**config.mk**
```make
export PLATFORM = sky130hd
export DESIGN_NAME = char_to_integer_parser
export DESIGN_NICKNAME = d
export VERILOG_FILES = /design/src/hdl/cti_pkg.sv /design/src/hdl/cti_step.sv /design/src/hdl/char_to_integer_parser.sv
export SDC_FILE = /design/constraint.sdc
export NUM_CORES = 1
export LEC_CHECK = 0
export BUFFER_PORTS_ARGS = -buffer_cell sky130_fd_sc_hd__buf_2
export CORE_AREA = 5 5 129 131
export CTS_BUF_LIST = sky130_fd_sc_hd__clkbuf_4 sky130_fd_sc_hd__clkbuf_8 sky130_fd_sc_hd__clkbuf_16
export DETAILED_ROUTE_END_ITERATION = 7
export DIE_AREA = 0 0 134 136
export PLACE_DENSITY = 0.85
export SLEW_MARGIN = 5
export SYNTH_ARGS = -nofsm -noshare
export SYNTH_HDL_FRONTEND = slang
export SYNTH_SLANG_ARGS = --single-unit
```
**constraint.sdc**
```tcl
create_clock -name clock -period 5.95 [get_ports clock]
set_input_delay 0.8925 -clock clock [delete_from_list [all_inputs] [get_ports clock]]
set_output_delay 0.8925 -clock clock [all_outputs]
set_load 0.01 [all_outputs]
```
**src/hdl/cti_pkg.sv**
```systemverilog
// ============================================================================
// cti_pkg
// Shared types, constants and helpers for the character-to-integer parser.
// ============================================================================
package cti_pkg;

   localparam int VALUE_BITS_DEFAULT = 32;
   localparam int OUT_BITS           = 32;
   localparam int RADIX_BITS         = 5;
   localparam int CH_BITS            = 8;
   localparam int DIGIT_BITS         = 6;

   // Radix codes.
   localparam logic [RADIX_BITS-1:0] RADIX_AUTO = 5'd0;
   localparam logic [RADIX_BITS-1:0] RADIX_BIN  = 5'd2;
   localparam logic [RADIX_BITS-1:0] RADIX_OCT  = 5'd8;
   localparam logic [RADIX_BITS-1:0] RADIX_DEC  = 5'd10;
   localparam logic [RADIX_BITS-1:0] RADIX_HEX  = 5'd16;

   // Status codes.
   localparam logic STATUS_OK        = 1'b0;
   localparam logic STATUS_BAD_RADIX = 1'b1;

   // Characters of interest.
   localparam logic [CH_BITS-1:0] CHAR_NUL   = 8'h00;
   localparam logic [CH_BITS-1:0] CHAR_SPACE = 8'h20;
   localparam logic [CH_BITS-1:0] CHAR_HIGH  = 8'h80;
   localparam logic [CH_BITS-1:0] CHAR_PLUS  = 8'h2B;
   localparam logic [CH_BITS-1:0] CHAR_MINUS = 8'h2D;
   localparam logic [CH_BITS-1:0] CHAR_ZERO  = 8'h30;
   localparam logic [CH_BITS-1:0] CHAR_NINE  = 8'h39;
   localparam logic [CH_BITS-1:0] CHAR_UA    = 8'h41;
   localparam logic [CH_BITS-1:0] CHAR_UZ    = 8'h5A;
   localparam logic [CH_BITS-1:0] CHAR_LA    = 8'h61;
   localparam logic [CH_BITS-1:0] CHAR_LZ    = 8'h7A;
   localparam logic [CH_BITS-1:0] CHAR_LB    = 8'h62;
   localparam logic [CH_BITS-1:0] CHAR_LO    = 8'h6F;
   localparam logic [CH_BITS-1:0] CHAR_LX    = 8'h78;

   typedef enum logic [4:0] {
      PH_IDLE   = 5'b00001,
      PH_SPACE  = 5'b00010,
      PH_PREFIX = 5'b00100,
      PH_ZERO   = 5'b01000,
      PH_DIGITS = 5'b10000
   } phase_type;

   typedef struct packed {
      phase_type             phase;
      logic                  neg;
      logic [RADIX_BITS-1:0] rad;
   } cti_ctl_type;

   typedef struct packed {
      logic                  valid;
      logic [DIGIT_BITS-1:0] value;
   } digit_type;

   // Digit value of a character: 0-9, then a-z and A-Z as 10..35.
   function automatic digit_type digit_of(input logic [CH_BITS-1:0] c);
      digit_type d;
      d.valid = 1'b1;
      d.value = '0;
      if (c inside {[CHAR_ZERO:CHAR_NINE]}) begin
         d.value = DIGIT_BITS'(c - CHAR_ZERO);
      end else if (c inside {[CHAR_LA:CHAR_LZ]}) begin
         d.value = DIGIT_BITS'(c - CHAR_LA) + DIGIT_BITS'(10);
      end else if (c inside {[CHAR_UA:CHAR_UZ]}) begin
         d.value = DIGIT_BITS'(c - CHAR_UA) + DIGIT_BITS'(10);
      end else begin
         d.valid = 1'b0;
      end
      return d;
   endfunction

   function automatic logic radix_ok(input logic [RADIX_BITS-1:0] r);
      return r inside {RADIX_AUTO, RADIX_BIN, RADIX_OCT, RADIX_DEC, RADIX_HEX};
   endfunction

endpackage

```
**src/hdl/cti_step.sv**
```systemverilog
// ============================================================================
// cti_step
// Next-state logic for one byte: whitespace, sign, prefix and digit scan.
// ============================================================================
module cti_step
   import cti_pkg::*;
#(
   parameter int VALUE_BITS = VALUE_BITS_DEFAULT
) (
   input  logic [CH_BITS-1:0]    step_ch,
   input  logic                  step_first,
   input  logic [RADIX_BITS-1:0] cfg_radix,
   input  cti_ctl_type           ctl_cur,
   input  logic [VALUE_BITS-1:0] acc_cur,
   output cti_ctl_type           ctl_nxt,
   output logic [VALUE_BITS-1:0] acc_nxt,
   output logic                  emit,
   output logic                  status,
   output logic [OUT_BITS-1:0]   value
);

   phase_type             ph;
   logic                  neg;
   logic [RADIX_BITS-1:0] rad;
   logic [VALUE_BITS-1:0] acc;
   logic [VALUE_BITS-1:0] scaled;
   logic [VALUE_BITS-1:0] signed_acc;
   logic                  done;
   digit_type             dig;

   always_comb begin
      ph         = ctl_cur.phase;
      neg        = ctl_cur.neg;
      rad        = ctl_cur.rad;
      acc        = acc_cur;
      done       = 1'b0;
      emit       = 1'b0;
      status     = STATUS_OK;
      value      = '0;
      scaled     = '0;
      signed_acc = '0;
      dig        = digit_of(step_ch);

      if (step_first) begin
         acc = '0;
         neg = 1'b0;
         rad = cfg_radix;
         if (!radix_ok(cfg_radix)) begin
            ph     = PH_IDLE;
            emit   = 1'b1;
            status = STATUS_BAD_RADIX;
            done   = 1'b1;
         end else begin
            ph = PH_SPACE;
            // A NUL is skipped only as the first byte of a string.
            if (step_ch == CHAR_NUL) begin
               done = 1'b1;
            end
         end
      end

      if (!done && ph == PH_IDLE) begin
         done = 1'b1;
      end

      if (!done && ph == PH_SPACE) begin
         if (step_ch != CHAR_NUL && (step_ch <= CHAR_SPACE || step_ch >= CHAR_HIGH)) begin
            done = 1'b1;
         end else if (step_ch inside {CHAR_PLUS, CHAR_MINUS}) begin
            neg  = (step_ch == CHAR_MINUS);
            ph   = PH_PREFIX;
            done = 1'b1;
         end else begin
            ph = PH_PREFIX;
         end
      end

      if (!done && ph == PH_PREFIX) begin
         if (rad == RADIX_AUTO) begin
            rad = RADIX_DEC;
            if (step_ch == CHAR_ZERO) begin
               acc  = '0;
               ph   = PH_ZERO;
               done = 1'b1;
            end
         end
         if (!done) begin
            ph = PH_DIGITS;
         end
      end

      if (!done && ph == PH_ZERO) begin
         ph = PH_DIGITS;
         case (step_ch)
            CHAR_LX: begin
               rad  = RADIX_HEX;
               done = 1'b1;
            end
            CHAR_LB: begin
               rad  = RADIX_BIN;
               done = 1'b1;
            end
            CHAR_LO: begin
               rad  = RADIX_OCT;
               done = 1'b1;
            end
            default: begin
            end
         endcase
      end

      if (!done && ph == PH_DIGITS) begin
         if (dig.valid && dig.value < {1'b0, rad}) begin
            // The base is always a power of two or ten here.
            case (rad)
               RADIX_BIN: scaled = acc << 1;
               RADIX_OCT: scaled = acc << 3;
               RADIX_HEX: scaled = acc << 4;
               default:   scaled = (acc << 3) + (acc << 1);
            endcase
            acc = scaled + VALUE_BITS'(dig.value);
         end else begin
            signed_acc = neg ? (~acc + VALUE_BITS'(1)) : acc;
            value      = OUT_BITS'(signed_acc);
            emit       = 1'b1;
            ph         = PH_IDLE;
         end
      end

      ctl_nxt.phase = ph;
      ctl_nxt.neg   = neg;
      ctl_nxt.rad   = rad;
      acc_nxt       = acc;
   end

endmodule

```
**src/hdl/char_to_integer_parser.sv**
```systemverilog
// ============================================================================
// char_to_integer_parser
// Streaming ASCII-to-integer converter, one byte per transfer, one result
// per string.
// ============================================================================
// The byte that ends the number passes through the input register, then the
// result register, before its result appears.
// Throughput: one byte per cycle, limited only by the result register draining.
// Reset: synchronous; scan state idle, accumulator and radix register zero.
module char_to_integer_parser
   import cti_pkg::*;
#(
   parameter int VALUE_BITS = VALUE_BITS_DEFAULT
) (
   input  logic                  clock,
   input  logic                  reset,
   input  logic                  req_valid,
   output logic                  req_ready,
   input  logic [CH_BITS-1:0]    req_ch,
   input  logic                  req_first,
   output logic                  rsp_valid,
   input  logic                  rsp_ready,
   output logic [OUT_BITS-1:0]   rsp_value,
   output logic                  rsp_status,
   input  logic                  csr_valid,
   output logic                  csr_ready,
   input  logic [RADIX_BITS-1:0] csr_radix
);

   logic                  s1_valid_ff, s1_valid_in;
   logic [CH_BITS-1:0]    s1_ch_ff;
   logic                  s1_first_ff;
   cti_ctl_type           ctl_ff, ctl_in;
   logic [VALUE_BITS-1:0] acc_ff, acc_in;
   logic [RADIX_BITS-1:0] radix_ff;
   logic                  rsp_valid_ff, rsp_valid_in;
   logic [OUT_BITS-1:0]   rsp_value_ff;
   logic                  rsp_status_ff;

   logic                  advance;
   logic                  step_emit;
   logic                  step_status;
   logic [OUT_BITS-1:0]   step_value;

   // The held byte is processed once the result register can take a result.
   assign advance      = s1_valid_ff && (!rsp_valid_ff || rsp_ready);
   assign req_ready    = !s1_valid_ff || advance;
   assign s1_valid_in  = req_valid && req_ready ? 1'b1 : (advance ? 1'b0 : s1_valid_ff);
   assign rsp_valid_in = advance ? step_emit : (rsp_valid_ff && !rsp_ready);
   assign csr_ready    = 1'b1;

   cti_step #(
      .VALUE_BITS(VALUE_BITS)
   ) u_step (
      .step_ch   (s1_ch_ff),
      .step_first(s1_first_ff),
      .cfg_radix (radix_ff),
      .ctl_cur   (ctl_ff),
      .acc_cur   (acc_ff),
      .ctl_nxt   (ctl_in),
      .acc_nxt   (acc_in),
      .emit      (step_emit),
      .status    (step_status),
      .value     (step_value)
   );

   always_ff @(posedge clock) begin
      if (reset) begin
         s1_valid_ff  <= 1'b0;
         rsp_valid_ff <= 1'b0;
         ctl_ff.phase <= PH_IDLE;
         ctl_ff.neg   <= 1'b0;
         ctl_ff.rad   <= RADIX_AUTO;
         acc_ff       <= '0;
         radix_ff     <= RADIX_AUTO;
      end else begin
         s1_valid_ff  <= s1_valid_in;
         rsp_valid_ff <= rsp_valid_in;
         if (advance) begin
            ctl_ff <= ctl_in;
            acc_ff <= acc_in;
         end
         if (csr_valid && csr_ready) begin
            radix_ff <= csr_radix;
         end
      end
   end

   always_ff @(posedge clock) begin
      if (req_valid && req_ready) begin
         s1_ch_ff    <= req_ch;
         s1_first_ff <= req_first;
      end
      if (advance && step_emit) begin
         rsp_value_ff  <= step_value;
         rsp_status_ff <= step_status;
      end
   end

   assign rsp_valid  = rsp_valid_ff;
   assign rsp_value  = rsp_value_ff;
   assign rsp_status = rsp_status_ff;

   // An invalid radix always reports a zero value.
   a_bad_radix_zero: assert property (@(posedge clock) disable iff (reset)
      (rsp_valid_ff && rsp_status_ff == STATUS_BAD_RADIX) |-> (rsp_value_ff == '0))
      else $error("invalid-radix result carries a nonzero value");

   // Digits are only scanned with a resolved, supported base.
   a_digit_radix: assert property (@(posedge clock) disable iff (reset)
      (ctl_ff.phase == PH_DIGITS) |-> (ctl_ff.rad == RADIX_BIN || ctl_ff.rad == RADIX_OCT
                                       || ctl_ff.rad == RADIX_DEC || ctl_ff.rad == RADIX_HEX))
      else $error("digit scan with unsupported radix");

   // After a leading zero in detect mode the base is provisionally decimal.
   a_zero_radix: assert property (@(posedge clock) disable iff (reset)
      (ctl_ff.phase == PH_ZERO) |-> (ctl_ff.rad == RADIX_DEC))
      else $error("prefix check without decimal default");

   // Emitting a result always ends the string.
   a_emit_idle: assert property (@(posedge clock) disable iff (reset)
      (advance && step_emit) |=> (ctl_ff.phase == PH_IDLE && rsp_valid_ff))
      else $error("scan not idle after a result");

endmodule
```
==> reports/metrics.csv <==
stage,metric,value,unit
detailed_routing,wl_per_cell,19.2,um
sta,max_slew.worst_pin.slew,1.15,ns
logic_synthesis,syn_nets,1143,
floorplanning,die_w,134,um
sta,setup-violations-final,0,
logic_synthesis,ys_seq_area_frac,0.266,
detailed_routing,vias_per_cell,6.54,
sta,maxSlewViolCount,0,
logic_synthesis,avgSynthCellArea,7.91,um2
logic_synthesis,ys_seq_elements,92,
logic_synthesis,async_flop_share,0,
sta,hold-worst-slack,0.450,ns
logic_synthesis,synth_top_area_cell,edfxtp_1,
cts,clkTransAtPathRegs,0.06,ns
cts,cts_tree,yes,
status,status,"finished, final reports clean",
worst_setup_path,arrival,6.08,ns
cts,clock_path_buffers,2,
power_and_ir_drop,power_frac_comb,0.159,
worst_setup_path,critical_path_required,6.25,ns
cts,htree_levels,3,
worst_setup_path,crit_path_start_kind,register,
logic_synthesis,ys_warn_count,0,
run,max-cap-violations,0,
detailed_routing,vias,8723,
logic_synthesis,synth_cell_type_count,98,
logic_synthesis,synth_cells,1076,
grt,grt_max_degree,39,
hold_path,hold_class,reg -> reg,
power_and_ir_drop,power_frac_seq,0.451,
floorplanning,die-area,0.0182,mm2
grt,grt_pass1_vias,8069,
grt,overflow,0,
sta,finClkSkew,0.0136,ns
cts,cts_buffers,9,
floorplanning,boundaryPins,55,
power_and_ir_drop,power.density,160,mW/mm2
cells_and_area,drive_above_1_share,0.148,
cells_and_area,fin_cells,1334,
floorplanning,chipHeight,136,um
floorplanning,core,0.0155,mm2
worst_setup_path,path_max_fanout,14,
cells_and_area,nets,1204,
sta,fmax,0.173,GHz
detailed_routing,route.detailed.drc,0,
sta,finalCritPeriodShare,0.972,
logic_synthesis,yosys-top-cells-area,"edfxtp_1 (15%), dfxtp_1 (12%), ha_1 (6.8%)",
sta,fin_crit,5.78,ns
power_and_ir_drop,power.share.switching,0.284,
cells_and_area,diodes,0,
detailed_routing,wirelength,25600,um
floorplanning,start_util,0.550,
power_and_ir_drop,intPower,0.00109,W
logic_synthesis,synth-edff-count,42,
placement,place_ws,0.0520,ns
detailed_routing,drt_pass1_iterations,6,
power_and_ir_drop,power.switching,0.000433,W
power_and_ir_drop,power.leakage,3.88,nW
detailed_routing,dr.first_iter.drc_count,946,
power_and_ir_drop,max-vdd-ir-drop,129,uV
sta,setup_tns,0,ns
detailed_routing,ant_nets,0,
floorplanning,fp-row-count,46,
sta,worst_slack,0.169,ns
cts,ctsHoldBuffers,0,
logic_synthesis,syn-cell-area,0.00851,mm2
placement,place.port_buffers,53,
logic_synthesis,synth_top_area_share,0.148,
logic_synthesis,ys.flop_type,dfxtp_1,
cts,numClockSinks,92,
placement,hpwl,18900,um
worst_setup_path,path_class,reg -> reg,
grt,antenna_found_initial,0,
placement,placed_cells,1303,
cts,clock_latency,0.36,ns
power_and_ir_drop,clkPwrFrac,0.390,
worst_setup_path,end_kind,register,
cells_and_area,synthToLayoutAreaGrowth,12.2,%
grt,grt_pass1_wl,40700,um
placement,gp_congestion,0.991,
cts,clk_root_buffer_cell,clkbuf_16,
sta,finalHoldViolCount,0,
grt,grt_use_total,0.276,
sta,slew_headroom,0.232,
==> worst max-delay path, cell delays in order (launching register included) <==
cell and delay [ns]:
edfxtp_1 0.50, buf_4 0.19, or4_4 0.52, o21ai_4 0.22, a211oi_4 0.10, o22ai_4 0.25
buf_6 0.22, nand2_1 0.13, inv_1 0.15, ha_1 0.29, a21oi_1 0.16, o21ai_0 0.21
a2111oi_2 0.51, a211oi_1 0.17, or2_2 0.35, a31oi_1 0.26, xnor2_1 0.16, a21oi_1 0.19
or3_1 0.43, nor4_2 0.29, mux2_2 0.36, nand2_1 0.06
==> layout by cell type (no fill, tap or decap), types with 13 or more instances in the layout <==
| master | synthesis | routed |
|---|---|---|
| nand2_1 | 120 | 120 |
| o21ai_0 | 50 | 48 |
| mux2i_1 | 14 | 14 |
| xnor2_1 | 43 | 43 |
| ha_1 | 46 | 46 |
| o21bai_1 | 17 | 17 |
| nor3_1 | 31 | 31 |
| a21o_1 | 22 | 22 |
| and2_1 | 20 | 19 |
| dfxtp_1 | 50 | 50 |
| nand2b_1 | 13 | 13 |
| nor2_1 | 114 | 114 |
| buf_4 | 6 | 48 |
| a22oi_1 | 22 | 22 |
| inv_1 | 43 | 42 |
| edfxtp_1 | 42 | 42 |
| xor2_1 | 33 | 33 |
| nand3_1 | 15 | 15 |
| buf_2 | 9 | 53 |
| a21oi_1 | 81 | 76 |
==> layout make-up <==
cell class / count / area, um2
Fill cell: 1338 / 5930
Clock buffer: 11 / 240
Clock inverter: 5 / 52.6
Inverter: 44 / 165
Sequential cell: 92 / 2260
Multi-Input combinational cell: 888 / 5950
Tap cell: 192 / 240
Timing Repair Buffer: 102 / 637
==> sequential cells by signal, indices dropped and copies added, names as in the netlist <==
register     count
radix_ff         5
s1_ch_ff         8
rsp_status       1
rsp_value       32
rsp_valid        1
ctl_ff          11
s1_valid_ff      1
acc_ff          32
s1_first_ff      1
==> metrics by stage <==
stage | power [W] | util | cell area (um2)
finish | 0.00152 | 0.617 | 9550
detailed placement | 0.000927 | 0.584 | 9050
floorplan | 0.000855 | - | 8510
CTS | 0.00151 | 0.605 | 9360
global placement | 0.000925 | 0.584 | 9050
global route | 0.00157 | 0.617 | 9550
==> cell usage after synthesis (all sizes together) (15+ instances only) <==
library cell	number
ha	46
and2	23
a211oi	16
edfxtp	42
xor2	33
nor2	116
buf	19
o21bai	17
dfxtp	50
nand2	120
xnor2	43
a21o	22
inv	43
a21oi	82
o21ai	56
clkbuf	33
a22oi	22
nand3	15
nor3	32
==> repair_timing <==
item,4_1_cts,5_1_grt
pin swaps,0,4
cloned,0,0
setup buffers,0,15
endpoints found under the setup margin,3,17
resized for setup,3,20
==> layer usage <==
metal / global-route usage / share of wire / up-vias
li1: - / - / 4103
met1: 0.369 / 0.42 / 4033
met2: 0.431 / 0.44 / 504
met3: 0.0507 / 0.095 / 83
met4: 0.134 / 0.038 / 0
met5: 0.00278 / 0 / -
==> power groups by stage <==
stage	Sequential (W)	Clock [W]	Combinational, W
global placement	0.000702	0	0.000223
global route	0.000689	0.000628	0.000258
CTS	0.000688	0.000596	0.000227
finish	0.000688	0.000594	0.000242
floorplan	0.000702	0	0.000153
detailed placement	0.000702	0	0.000225
==> kinds of logic after synthesis <==
| group | after synthesis | share of synthesized area |
|---|---|---|
| buf+inv | 96 | 0.0472 |
| fa+ha+maj | 48 | 0.0723 |
| flops | 92 | 0.266 |
| other cells | 1 | 0.000441 |
| xor+xnor | 76 | 0.0782 |
| mux | 17 | 0.0204 |
| compound gates | 341 | 0.277 |
| simple gates | 405 | 0.239 |
==> final timing paths <==
| kind | depth (start not counted) | start | to | slack, ns |
|---|---|---|---|---|
| max | 21 | s1_ch_ff[1] | acc_ff[31] | 0.17 |
| min | 2 | acc_ff[31] | acc_ff[31] | 0.45 |
| max reg2reg | 21 | s1_ch_ff[1] | acc_ff[31] | 0.17 |
| min reg2reg | 2 | acc_ff[31] | acc_ff[31] | 0.45 |
Note: power is estimated with default switching activity, not from simulation.
